--- config.mk ---
export PLATFORM = sky130hd
export DESIGN_NAME = context_tagged_tlb
export DESIGN_NICKNAME = d
export VERILOG_FILES = /design/src/sv/ctt_pkg.sv /design/src/sv/ctt_slots.sv /design/src/sv/ctt_recent.sv /design/src/sv/context_tagged_tlb.sv
export VERILOG_INCLUDE_DIRS = /design/src /design/src/sv
export SDC_FILE = /design/constraint.sdc
export NUM_CORES = 2
export LEC_CHECK = 0
export BUFFER_PORTS_ARGS = -buffer_cell sky130_fd_sc_hd__buf_2
export CAP_MARGIN = 20
export CORE_ASPECT_RATIO = 0.8
export CORE_MARGIN = 3
export CORE_UTILIZATION = 57
export CTS_CLUSTER_DIAMETER = 100
export CTS_CLUSTER_SIZE = 20
export DETAILED_ROUTE_END_ITERATION = 16
export PLACE_DENSITY_LB_ADDON = 0.05
export SKIP_CTS_REPAIR_TIMING = 1
export SYNTH_ARGS = -nofsm -noshare
export SYNTH_HDL_FRONTEND = slang
export SYNTH_HIERARCHICAL = 1
export SYNTH_SLANG_ARGS = --single-unit
--- constraint.sdc ---
create_clock -name aclk -period 6.84 [get_ports aclk]
set_clock_uncertainty 0.2 [all_clocks]
set_input_delay 1.026 -clock aclk [delete_from_list [all_inputs] [get_ports aclk]]
set_output_delay 1.026 -clock aclk [all_outputs]
set_load 0.005 [all_outputs]
--- src/sv/context_tagged_tlb_macros.svh ---
// Assertion macros used by the translation buffer top level.
`ifndef CONTEXT_TAGGED_TLB_MACROS_SVH
`define CONTEXT_TAGGED_TLB_MACROS_SVH

// Check a property on every clock edge outside reset.
`define CTT_ASSERT(lbl, prop, msg) \
    lbl: assert property (@(posedge aclk) disable iff (!aresetn) prop) else $error(msg);

// Check a property on every clock edge, reset included.
`define CTT_ASSERT_ALWAYS(lbl, prop, msg) \
    lbl: assert property (@(posedge aclk) prop) else $error(msg);

`endif

--- src/sv/ctt_pkg.sv ---
// Package with types, constants and helper functions of the translation buffer.
package ctt_pkg;

    localparam int NUM_SLOTS  = 16;
    localparam int SLOT_IDX_W = (NUM_SLOTS > 1) ? $clog2(NUM_SLOTS) : 1;

    localparam int CTX_W = 8;
    localparam int VA_W  = 32;
    localparam int LVL_W = 2;
    localparam int PTE_W = 32;

    localparam logic [VA_W-1:0] MASK_LEVEL_4K   = 32'hffff_f000;
    localparam logic [VA_W-1:0] MASK_LEVEL_256K = 32'hfffc_0000;
    localparam logic [VA_W-1:0] MASK_LEVEL_16M  = 32'hff00_0000;
    localparam logic [VA_W-1:0] MASK_LEVEL_ALL  = 32'h0000_0000;

    localparam logic [1:0] PTE_TYPE_MASK  = 2'h3;
    localparam logic [1:0] PTE_TYPE_VALID = 2'h2;

    typedef enum logic [1:0] {
        OP_LOOKUP     = 2'd0,
        OP_INSERT     = 2'd1,
        OP_INVALIDATE = 2'd2,
        OP_FLUSH      = 2'd3
    } opcode_t;

    typedef enum logic [LVL_W-1:0] {
        LVL_ALL  = 2'd0,
        LVL_16M  = 2'd1,
        LVL_256K = 2'd2,
        LVL_4K   = 2'd3
    } level_code_t;

    // One item as it leaves the input register, with its commit strobe.
    typedef struct packed {
        logic             fire;
        opcode_t          op;
        logic [CTX_W-1:0] ctx;
        logic [VA_W-1:0]  va;
        logic [LVL_W-1:0] lvl;
        logic [PTE_W-1:0] pte;
    } req_t;

    // Match result of the slot array or the recent register.
    typedef struct packed {
        logic             hit;
        logic [CTX_W-1:0] ctx;
        logic [VA_W-1:0]  tag;
        logic [LVL_W-1:0] lvl;
        logic [PTE_W-1:0] pte;
    } match_t;

    function automatic logic [VA_W-1:0] level_mask(input logic [LVL_W-1:0] lvl);
        logic [VA_W-1:0] m;
        case (level_code_t'(lvl))
            LVL_4K:   m = MASK_LEVEL_4K;
            LVL_256K: m = MASK_LEVEL_256K;
            LVL_16M:  m = MASK_LEVEL_16M;
            default:  m = MASK_LEVEL_ALL;
        endcase
        return m;
    endfunction

    function automatic logic entry_ok(input logic [PTE_W-1:0] pte);
        return (pte[1:0] & PTE_TYPE_MASK) == PTE_TYPE_VALID;
    endfunction

endpackage

--- src/sv/ctt_slots.sv ---
// Slot array: parallel tag compare, priority pick, FIFO replacement, invalidate, flush.
module ctt_slots (
    input  logic            aclk,
    input  logic            aresetn,
    input  ctt_pkg::req_t   req,
    output ctt_pkg::match_t slot_match
);

    logic [ctt_pkg::CTX_W-1:0]      ctx_reg [ctt_pkg::NUM_SLOTS];
    logic [ctt_pkg::VA_W-1:0]       tag_reg [ctt_pkg::NUM_SLOTS];
    logic [ctt_pkg::LVL_W-1:0]      lvl_reg [ctt_pkg::NUM_SLOTS];
    logic [ctt_pkg::PTE_W-1:0]      pte_reg [ctt_pkg::NUM_SLOTS];
    logic [ctt_pkg::SLOT_IDX_W-1:0] victim_reg;
    logic [ctt_pkg::SLOT_IDX_W-1:0] victim_next;
    logic [ctt_pkg::NUM_SLOTS-1:0]  match_vec;
    logic                           insert_ok;
    logic [ctt_pkg::VA_W-1:0]       insert_tag;

    // Compare every slot against the request in parallel.
    always_comb begin
        for (int i = 0; i < ctt_pkg::NUM_SLOTS; i++) begin
            match_vec[i] = ctt_pkg::entry_ok(pte_reg[i]) && (ctx_reg[i] == req.ctx) &&
                           ((req.va & ctt_pkg::level_mask(lvl_reg[i])) == tag_reg[i]);
        end
    end

    // Pick the lowest-index matching slot.
    always_comb begin
        slot_match = '0;
        for (int i = ctt_pkg::NUM_SLOTS - 1; i >= 0; i--) begin
            if (match_vec[i]) begin
                slot_match.hit = 1'b1;
                slot_match.ctx = ctx_reg[i];
                slot_match.tag = tag_reg[i];
                slot_match.lvl = lvl_reg[i];
                slot_match.pte = pte_reg[i];
            end
        end
    end

    assign insert_ok   = req.fire && (req.op == ctt_pkg::OP_INSERT) && ctt_pkg::entry_ok(req.pte);
    assign insert_tag  = req.va & ctt_pkg::level_mask(req.lvl);
    assign victim_next = (victim_reg == ctt_pkg::SLOT_IDX_W'(ctt_pkg::NUM_SLOTS - 1)) ?
                         '0 : victim_reg + 1'b1;

    // Entry words and victim pointer: the entry word carries the valid code.
    always_ff @(posedge aclk) begin
        if (!aresetn) begin
            for (int i = 0; i < ctt_pkg::NUM_SLOTS; i++) begin
                pte_reg[i] <= '0;
            end
            victim_reg <= '0;
        end else if (req.fire) begin
            case (req.op)
                ctt_pkg::OP_INSERT: begin
                    if (insert_ok) begin
                        for (int i = 0; i < ctt_pkg::NUM_SLOTS; i++) begin
                            if (victim_reg == ctt_pkg::SLOT_IDX_W'(i)) begin
                                pte_reg[i] <= req.pte;
                            end
                        end
                        victim_reg <= victim_next;
                    end
                end
                ctt_pkg::OP_INVALIDATE: begin
                    for (int i = 0; i < ctt_pkg::NUM_SLOTS; i++) begin
                        if (match_vec[i]) begin
                            pte_reg[i] <= '0;
                        end
                    end
                end
                ctt_pkg::OP_FLUSH: begin
                    for (int i = 0; i < ctt_pkg::NUM_SLOTS; i++) begin
                        pte_reg[i] <= '0;
                    end
                    victim_reg <= '0;
                end
                default: begin
                end
            endcase
        end
    end

    // Slot payload: only read behind a valid entry word, so no reset.
    always_ff @(posedge aclk) begin
        if (insert_ok) begin
            for (int i = 0; i < ctt_pkg::NUM_SLOTS; i++) begin
                if (victim_reg == ctt_pkg::SLOT_IDX_W'(i)) begin
                    ctx_reg[i] <= req.ctx;
                    tag_reg[i] <= insert_tag;
                    lvl_reg[i] <= req.lvl;
                end
            end
        end
    end

endmodule

--- src/sv/ctt_recent.sv ---
// Most-recent translation register in front of the slot array.
module ctt_recent (
    input  logic            aclk,
    input  logic            aresetn,
    input  ctt_pkg::req_t   req,
    input  ctt_pkg::match_t slot_match,
    output ctt_pkg::match_t recent_match
);

    logic                      valid_reg;
    logic [ctt_pkg::CTX_W-1:0] ctx_reg;
    logic [ctt_pkg::VA_W-1:0]  tag_reg;
    logic [ctt_pkg::LVL_W-1:0] lvl_reg;
    logic [ctt_pkg::PTE_W-1:0] pte_reg;
    logic                      load_slot;
    logic                      load_insert;

    // Compare the request against the held translation.
    always_comb begin
        recent_match.hit = valid_reg && (ctx_reg == req.ctx) &&
                           ((req.va & ctt_pkg::level_mask(lvl_reg)) == tag_reg);
        recent_match.ctx = ctx_reg;
        recent_match.tag = tag_reg;
        recent_match.lvl = lvl_reg;
        recent_match.pte = pte_reg;
    end

    assign load_slot   = req.fire && (req.op == ctt_pkg::OP_LOOKUP) &&
                         !recent_match.hit && slot_match.hit;
    assign load_insert = req.fire && (req.op == ctt_pkg::OP_INSERT) &&
                         ctt_pkg::entry_ok(req.pte);

    // Valid flag: set on reload or insert, drop on invalidate or flush.
    always_ff @(posedge aclk) begin
        if (!aresetn) begin
            valid_reg <= 1'b0;
            ctx_reg   <= '0;
            tag_reg   <= '0;
            lvl_reg   <= '0;
            pte_reg   <= '0;
        end else if (load_slot) begin
            valid_reg <= 1'b1;
            ctx_reg   <= slot_match.ctx;
            tag_reg   <= slot_match.tag;
            lvl_reg   <= slot_match.lvl;
            pte_reg   <= slot_match.pte;
        end else if (load_insert) begin
            valid_reg <= 1'b1;
            ctx_reg   <= req.ctx;
            tag_reg   <= req.va & ctt_pkg::level_mask(req.lvl);
            lvl_reg   <= req.lvl;
            pte_reg   <= req.pte;
        end else if (req.fire && ((req.op == ctt_pkg::OP_INVALIDATE) ||
                                  (req.op == ctt_pkg::OP_FLUSH))) begin
            valid_reg <= 1'b0;
        end
    end

endmodule

--- src/sv/context_tagged_tlb.sv ---
// Top level of the context-tagged translation buffer.
// Usage:
//   Input channel s_*: one command item per handshake (lookup, insert,
//   invalidate by context and address, flush all) with its operands.
//   Result channel m_*: exactly one result item per command item, in order;
//   hit, found_entry and found_level are zero for anything but a lookup hit.
//   Flow: an accepted item is held in the input register, resolved
//   against all slots and the recent register in parallel, and shown on
//   m_* from the result register once it moves there. Throughput: one
//   item per cycle while m_ready stays high; the slot compare and priority
//   pick sit in one stage between input and result registers.
//   State is updated when an item moves from the input register into the
//   result register, so later items see the effect of earlier ones.
//   Reset: all slots invalid, victim pointer zero, recent register empty,
//   both registers empty; s_ready is high in the first cycle after reset.
//   Stall: while m_ready is low the result holds and one more item waits
//   in the input register; s_ready drops only when both are full.
`include "context_tagged_tlb_macros.svh"

module context_tagged_tlb (
    input  logic                       aclk,
    input  logic                       aresetn,
    input  logic                       s_valid,
    output logic                       s_ready,
    input  logic [1:0]                 s_opcode,
    input  logic [ctt_pkg::CTX_W-1:0]  s_context_req,
    input  logic [ctt_pkg::VA_W-1:0]   s_virtual_address,
    input  logic [ctt_pkg::LVL_W-1:0]  s_page_level,
    input  logic [ctt_pkg::PTE_W-1:0]  s_table_entry,
    output logic                       m_valid,
    input  logic                       m_ready,
    output logic                       m_hit,
    output logic [ctt_pkg::PTE_W-1:0]  m_found_entry,
    output logic [ctt_pkg::LVL_W-1:0]  m_found_level
);

    logic                      in_valid_reg;
    ctt_pkg::opcode_t          op_reg;
    logic [ctt_pkg::CTX_W-1:0] ctx_reg;
    logic [ctt_pkg::VA_W-1:0]  va_reg;
    logic [ctt_pkg::LVL_W-1:0] lvl_reg;
    logic [ctt_pkg::PTE_W-1:0] pte_reg;
    logic                      out_valid_reg;
    logic                      hit_reg;
    logic [ctt_pkg::PTE_W-1:0] entry_reg;
    logic [ctt_pkg::LVL_W-1:0] level_reg;
    logic                      hit_next;
    logic [ctt_pkg::PTE_W-1:0] entry_next;
    logic [ctt_pkg::LVL_W-1:0] level_next;
    logic                      advance;
    ctt_pkg::req_t             req;
    ctt_pkg::match_t           slot_match;
    ctt_pkg::match_t           recent_match;

    // Move the held item into the result register when that is free.
    assign advance = in_valid_reg && (!out_valid_reg || m_ready);
    assign s_ready = !in_valid_reg || advance;

    // Input register.
    always_ff @(posedge aclk) begin
        if (!aresetn) begin
            in_valid_reg <= 1'b0;
        end else if (s_ready) begin
            in_valid_reg <= s_valid;
        end
    end

    always_ff @(posedge aclk) begin
        if (s_valid && s_ready) begin
            op_reg  <= ctt_pkg::opcode_t'(s_opcode);
            ctx_reg <= s_context_req;
            va_reg  <= s_virtual_address;
            lvl_reg <= s_page_level;
            pte_reg <= s_table_entry;
        end
    end

    assign req.fire = advance;
    assign req.op   = op_reg;
    assign req.ctx  = ctx_reg;
    assign req.va   = va_reg;
    assign req.lvl  = lvl_reg;
    assign req.pte  = pte_reg;

    ctt_slots u_slots (
        .aclk       (aclk),
        .aresetn    (aresetn),
        .req        (req),
        .slot_match (slot_match)
    );

    ctt_recent u_recent (
        .aclk         (aclk),
        .aresetn      (aresetn),
        .req          (req),
        .slot_match   (slot_match),
        .recent_match (recent_match)
    );

    // Choose the answer: recent register first, then the slot array.
    always_comb begin
        hit_next   = 1'b0;
        entry_next = '0;
        level_next = '0;
        if (op_reg == ctt_pkg::OP_LOOKUP) begin
            if (recent_match.hit) begin
                hit_next   = 1'b1;
                entry_next = recent_match.pte;
                level_next = recent_match.lvl;
            end else if (slot_match.hit) begin
                hit_next   = 1'b1;
                entry_next = slot_match.pte;
                level_next = slot_match.lvl;
            end
        end
    end

    // Result register.
    always_ff @(posedge aclk) begin
        if (!aresetn) begin
            out_valid_reg <= 1'b0;
        end else if (advance) begin
            out_valid_reg <= 1'b1;
        end else if (m_ready) begin
            out_valid_reg <= 1'b0;
        end
    end

    always_ff @(posedge aclk) begin
        if (advance) begin
            hit_reg   <= hit_next;
            entry_reg <= entry_next;
            level_reg <= level_next;
        end
    end

    assign m_valid       = out_valid_reg;
    assign m_hit         = hit_reg;
    assign m_found_entry = entry_reg;
    assign m_found_level = level_reg;

    `CTT_ASSERT_ALWAYS(a_reset_empty, !aresetn |=> !m_valid && !in_valid_reg, "reset left an item pending")
    `CTT_ASSERT(a_miss_zero, m_valid && !m_hit |-> m_found_entry == '0 && m_found_level == '0, "miss result not zero")
    `CTT_ASSERT(a_hit_entry_ok, m_valid && m_hit |-> ctt_pkg::entry_ok(m_found_entry), "hit returned an invalid entry")
    `CTT_ASSERT(a_non_lookup_no_hit, advance && op_reg != ctt_pkg::OP_LOOKUP |=> !m_hit, "hit on a non-lookup item")

endmodule
==> results.toml <==
[job]
drv_cap = 0

[global_route]
antenna_found_initial = 20
met1_usage = 0.630
grt_use_met3 = 0.159
grt_overflow = 0
met2_usage = 0.516
grt_pass1_vias = 43200
grt_busiest_layer = "met1"
grt_pass1_wl_mm = 314
grt_use_total = 0.407
grt_max_degree = 166

[critical_path]
slowest_delay_ps = 740
endpoint_kind = "register"
regToRegStartpoint = "va_reg[30]"
crit_fanout = 18
critPathTopFamily = "simple AND/OR/NAND/NOR gates"
reg2reg_depth = 15
cpMaxStageDelayCell = "nor2_1"
start_kind = "register"
crit_type = "reg -> reg"
r2r_slack_ps = 940
crit_path_frequent_cell = "nor2_1"
worstPathCellList = "buf_4 -> nor2_1 -> nor2_1 -> o32a_1 -> a221o_1 -> nor4_2 -> nor2_1 -> or2_1 -> buf_4 -> o211ai_1 -> o211ai_1 -> a21oi_1 -> nand2_1 -> o21ai_0 -> a22o_1"
worst_ep_required_time_ps = 7270
crit_end = "u_recent/tag_reg[20]"
worstSetupStartpoint = "va_reg[30]"
cp.arrival_ps = 6330
rr_endpoint = "u_recent/tag_reg[20]"
crit_cells = 15
critPathBufInv = 2

[sta]
hold_viol_final = 0
fin_tns_setup_ps = 0
period_minus_slack_ps = 5900
rsz0062_at_grt = "no"
tightestPinTransition_ps = 1140
timing.fmax_ghz = 0.170
finalMaxSlewViolations = 0
period_share = 0.862
relSlewSlack = 0.239
setup_violations = 0

[final_layout]
final_common_cell = "edfxtp_1"
layout-drive-gt1-share = 0.101
final_core_util = 0.614
area_delta_synth_final_pct = 6.31
largest_reg_flops = 512
nets = 5697
layout_common_cells = "edfxtp_1, nand2_1, a21oi_1"

[pwr]
power.leakage_nw = 20.7
power.density_nw_per_um2 = 207
irDropWorstVdd_mv = 0.186

[logic_synthesis]
syn_area_per_cell_um2 = 10.2
netlist_area_um2 = 58500
synthCells = 5735
yosysWarnings = 6

[clocking]
cts_sinks = 1172
cts_tree = "yes"
numCtsBuffers = 68
cts_root_buffer = "clkbuf_16"
htreeDepth = 3
clkLatencyLatePin_ps = 690
clkTransAtPathRegs_ps = 90
cts_max_path_buffers = 3

[floorplan]
io_pins = 117
coreArea_um2 = 101000
fp.dieW_um = 364
placementRows = 104
dieHeight_um = 293
start_util = 0.578
die-area_um2 = 107000

[route]
drtIter0Drc = 9334
first_pass_iters = 9
route.detailed.drc = 0
ant_nets = 0
routed_via_density = 7.08
routed-via-count = 49500
avgRoutedWirePerCell_um = 32.1
routed_wl_mm = 224

[place]
post-dp-hpwl_mm = 152
port-buffer-count = 104
globalplace.congestion = 1.06

[outcome]
outcome = "finished, final reports clean"

[min_path]
min_path_type = "reg -> reg"
## worst register-to-register path: stages, from the launching register on
cell and delay, ps:
edfxtp_1 610, buf_4 350, nor2_1 740, nor2_1 120, o32a_1 330, a221o_1 400
nor4_2 340, nor2_1 300, or2_1 600, buf_4 320, o211ai_1 220, o211ai_1 360
a21oi_1 530, nand2_1 100, o21ai_0 170, a22o_1 160
## power breakdown
group,leakage (nW),internal [W],total [W],switching [W]
combinational,9.11,0.000173,0.000716,0.000542
clock,0.929,0.00191,0.00434,0.00243
sequential,10.7,0.00769,0.00782,0.000128
total,20.7,0.00977,0.0129,0.00310
## routing by layer
metal | part of all wire | vias to the layer above
li1 | - | 21000
met1 | 0.42 | 24300
met2 | 0.38 | 3722
met3 | 0.16 | 468
met4 | 0.036 | 8
met5 | 0.00025 | -
## how the worst min path moves through the flow
stage | slack, ps | from | to | cells after the start
after detailed placement | 220 | u_slots/pte_reg[1][128] | u_slots/pte_reg[1][128] | 2
after CTS | 230 | u_slots/pte_reg[1][128] | u_slots/pte_reg[1][128] | 2
after global routing | 260 | u_slots/pte_reg[1][128] | u_slots/pte_reg[1][128] | 2
after global placement | 210 | u_slots/pte_reg[1][128] | u_slots/pte_reg[1][128] | 2
final | 230 | u_slots/pte_reg[1][128] | u_slots/pte_reg[1][128] | 2
after floorplan | 200 | u_slots/pte_reg[1][0] | u_slots/pte_reg[1][0] | 2
## layout make-up
class | instances | area (um2)
fill | 8427 | 39000
sequential | 1172 | 31800
antenna | 12 | 30.0
multi-input combinational | 3953 | 24200
clock inverter | 5 | 70.1
tap | 1325 | 1660
timing repair buffer | 295 | 2100
inverter | 123 | 467
clock buffer | 108 | 1870
## stage by stage
| step | instance area (um2) | std cells | hold slack [ps] | setup slack (ps) | power [W] |
|---|---|---|---|---|---|
| 2_1_floorplan | 58600 | 5755 | 205 | 725 | 0.00826 |
| 3_3_place_gp | 60200 | 6865 | 212 | 1380 | 0.00864 |
| 3_5_place_dp | 60200 | 6867 | 219 | 1330 | 0.00864 |
| 5_1_grt | 62200 | 6981 | 263 | 924 | 0.0131 |
| 4_1_cts | 62100 | 6980 | 231 | 1300 | 0.0128 |
| 6_report | 62200 | 6993 | 232 | 942 | 0.0129 |
Power figures use the tool's default switching activity.
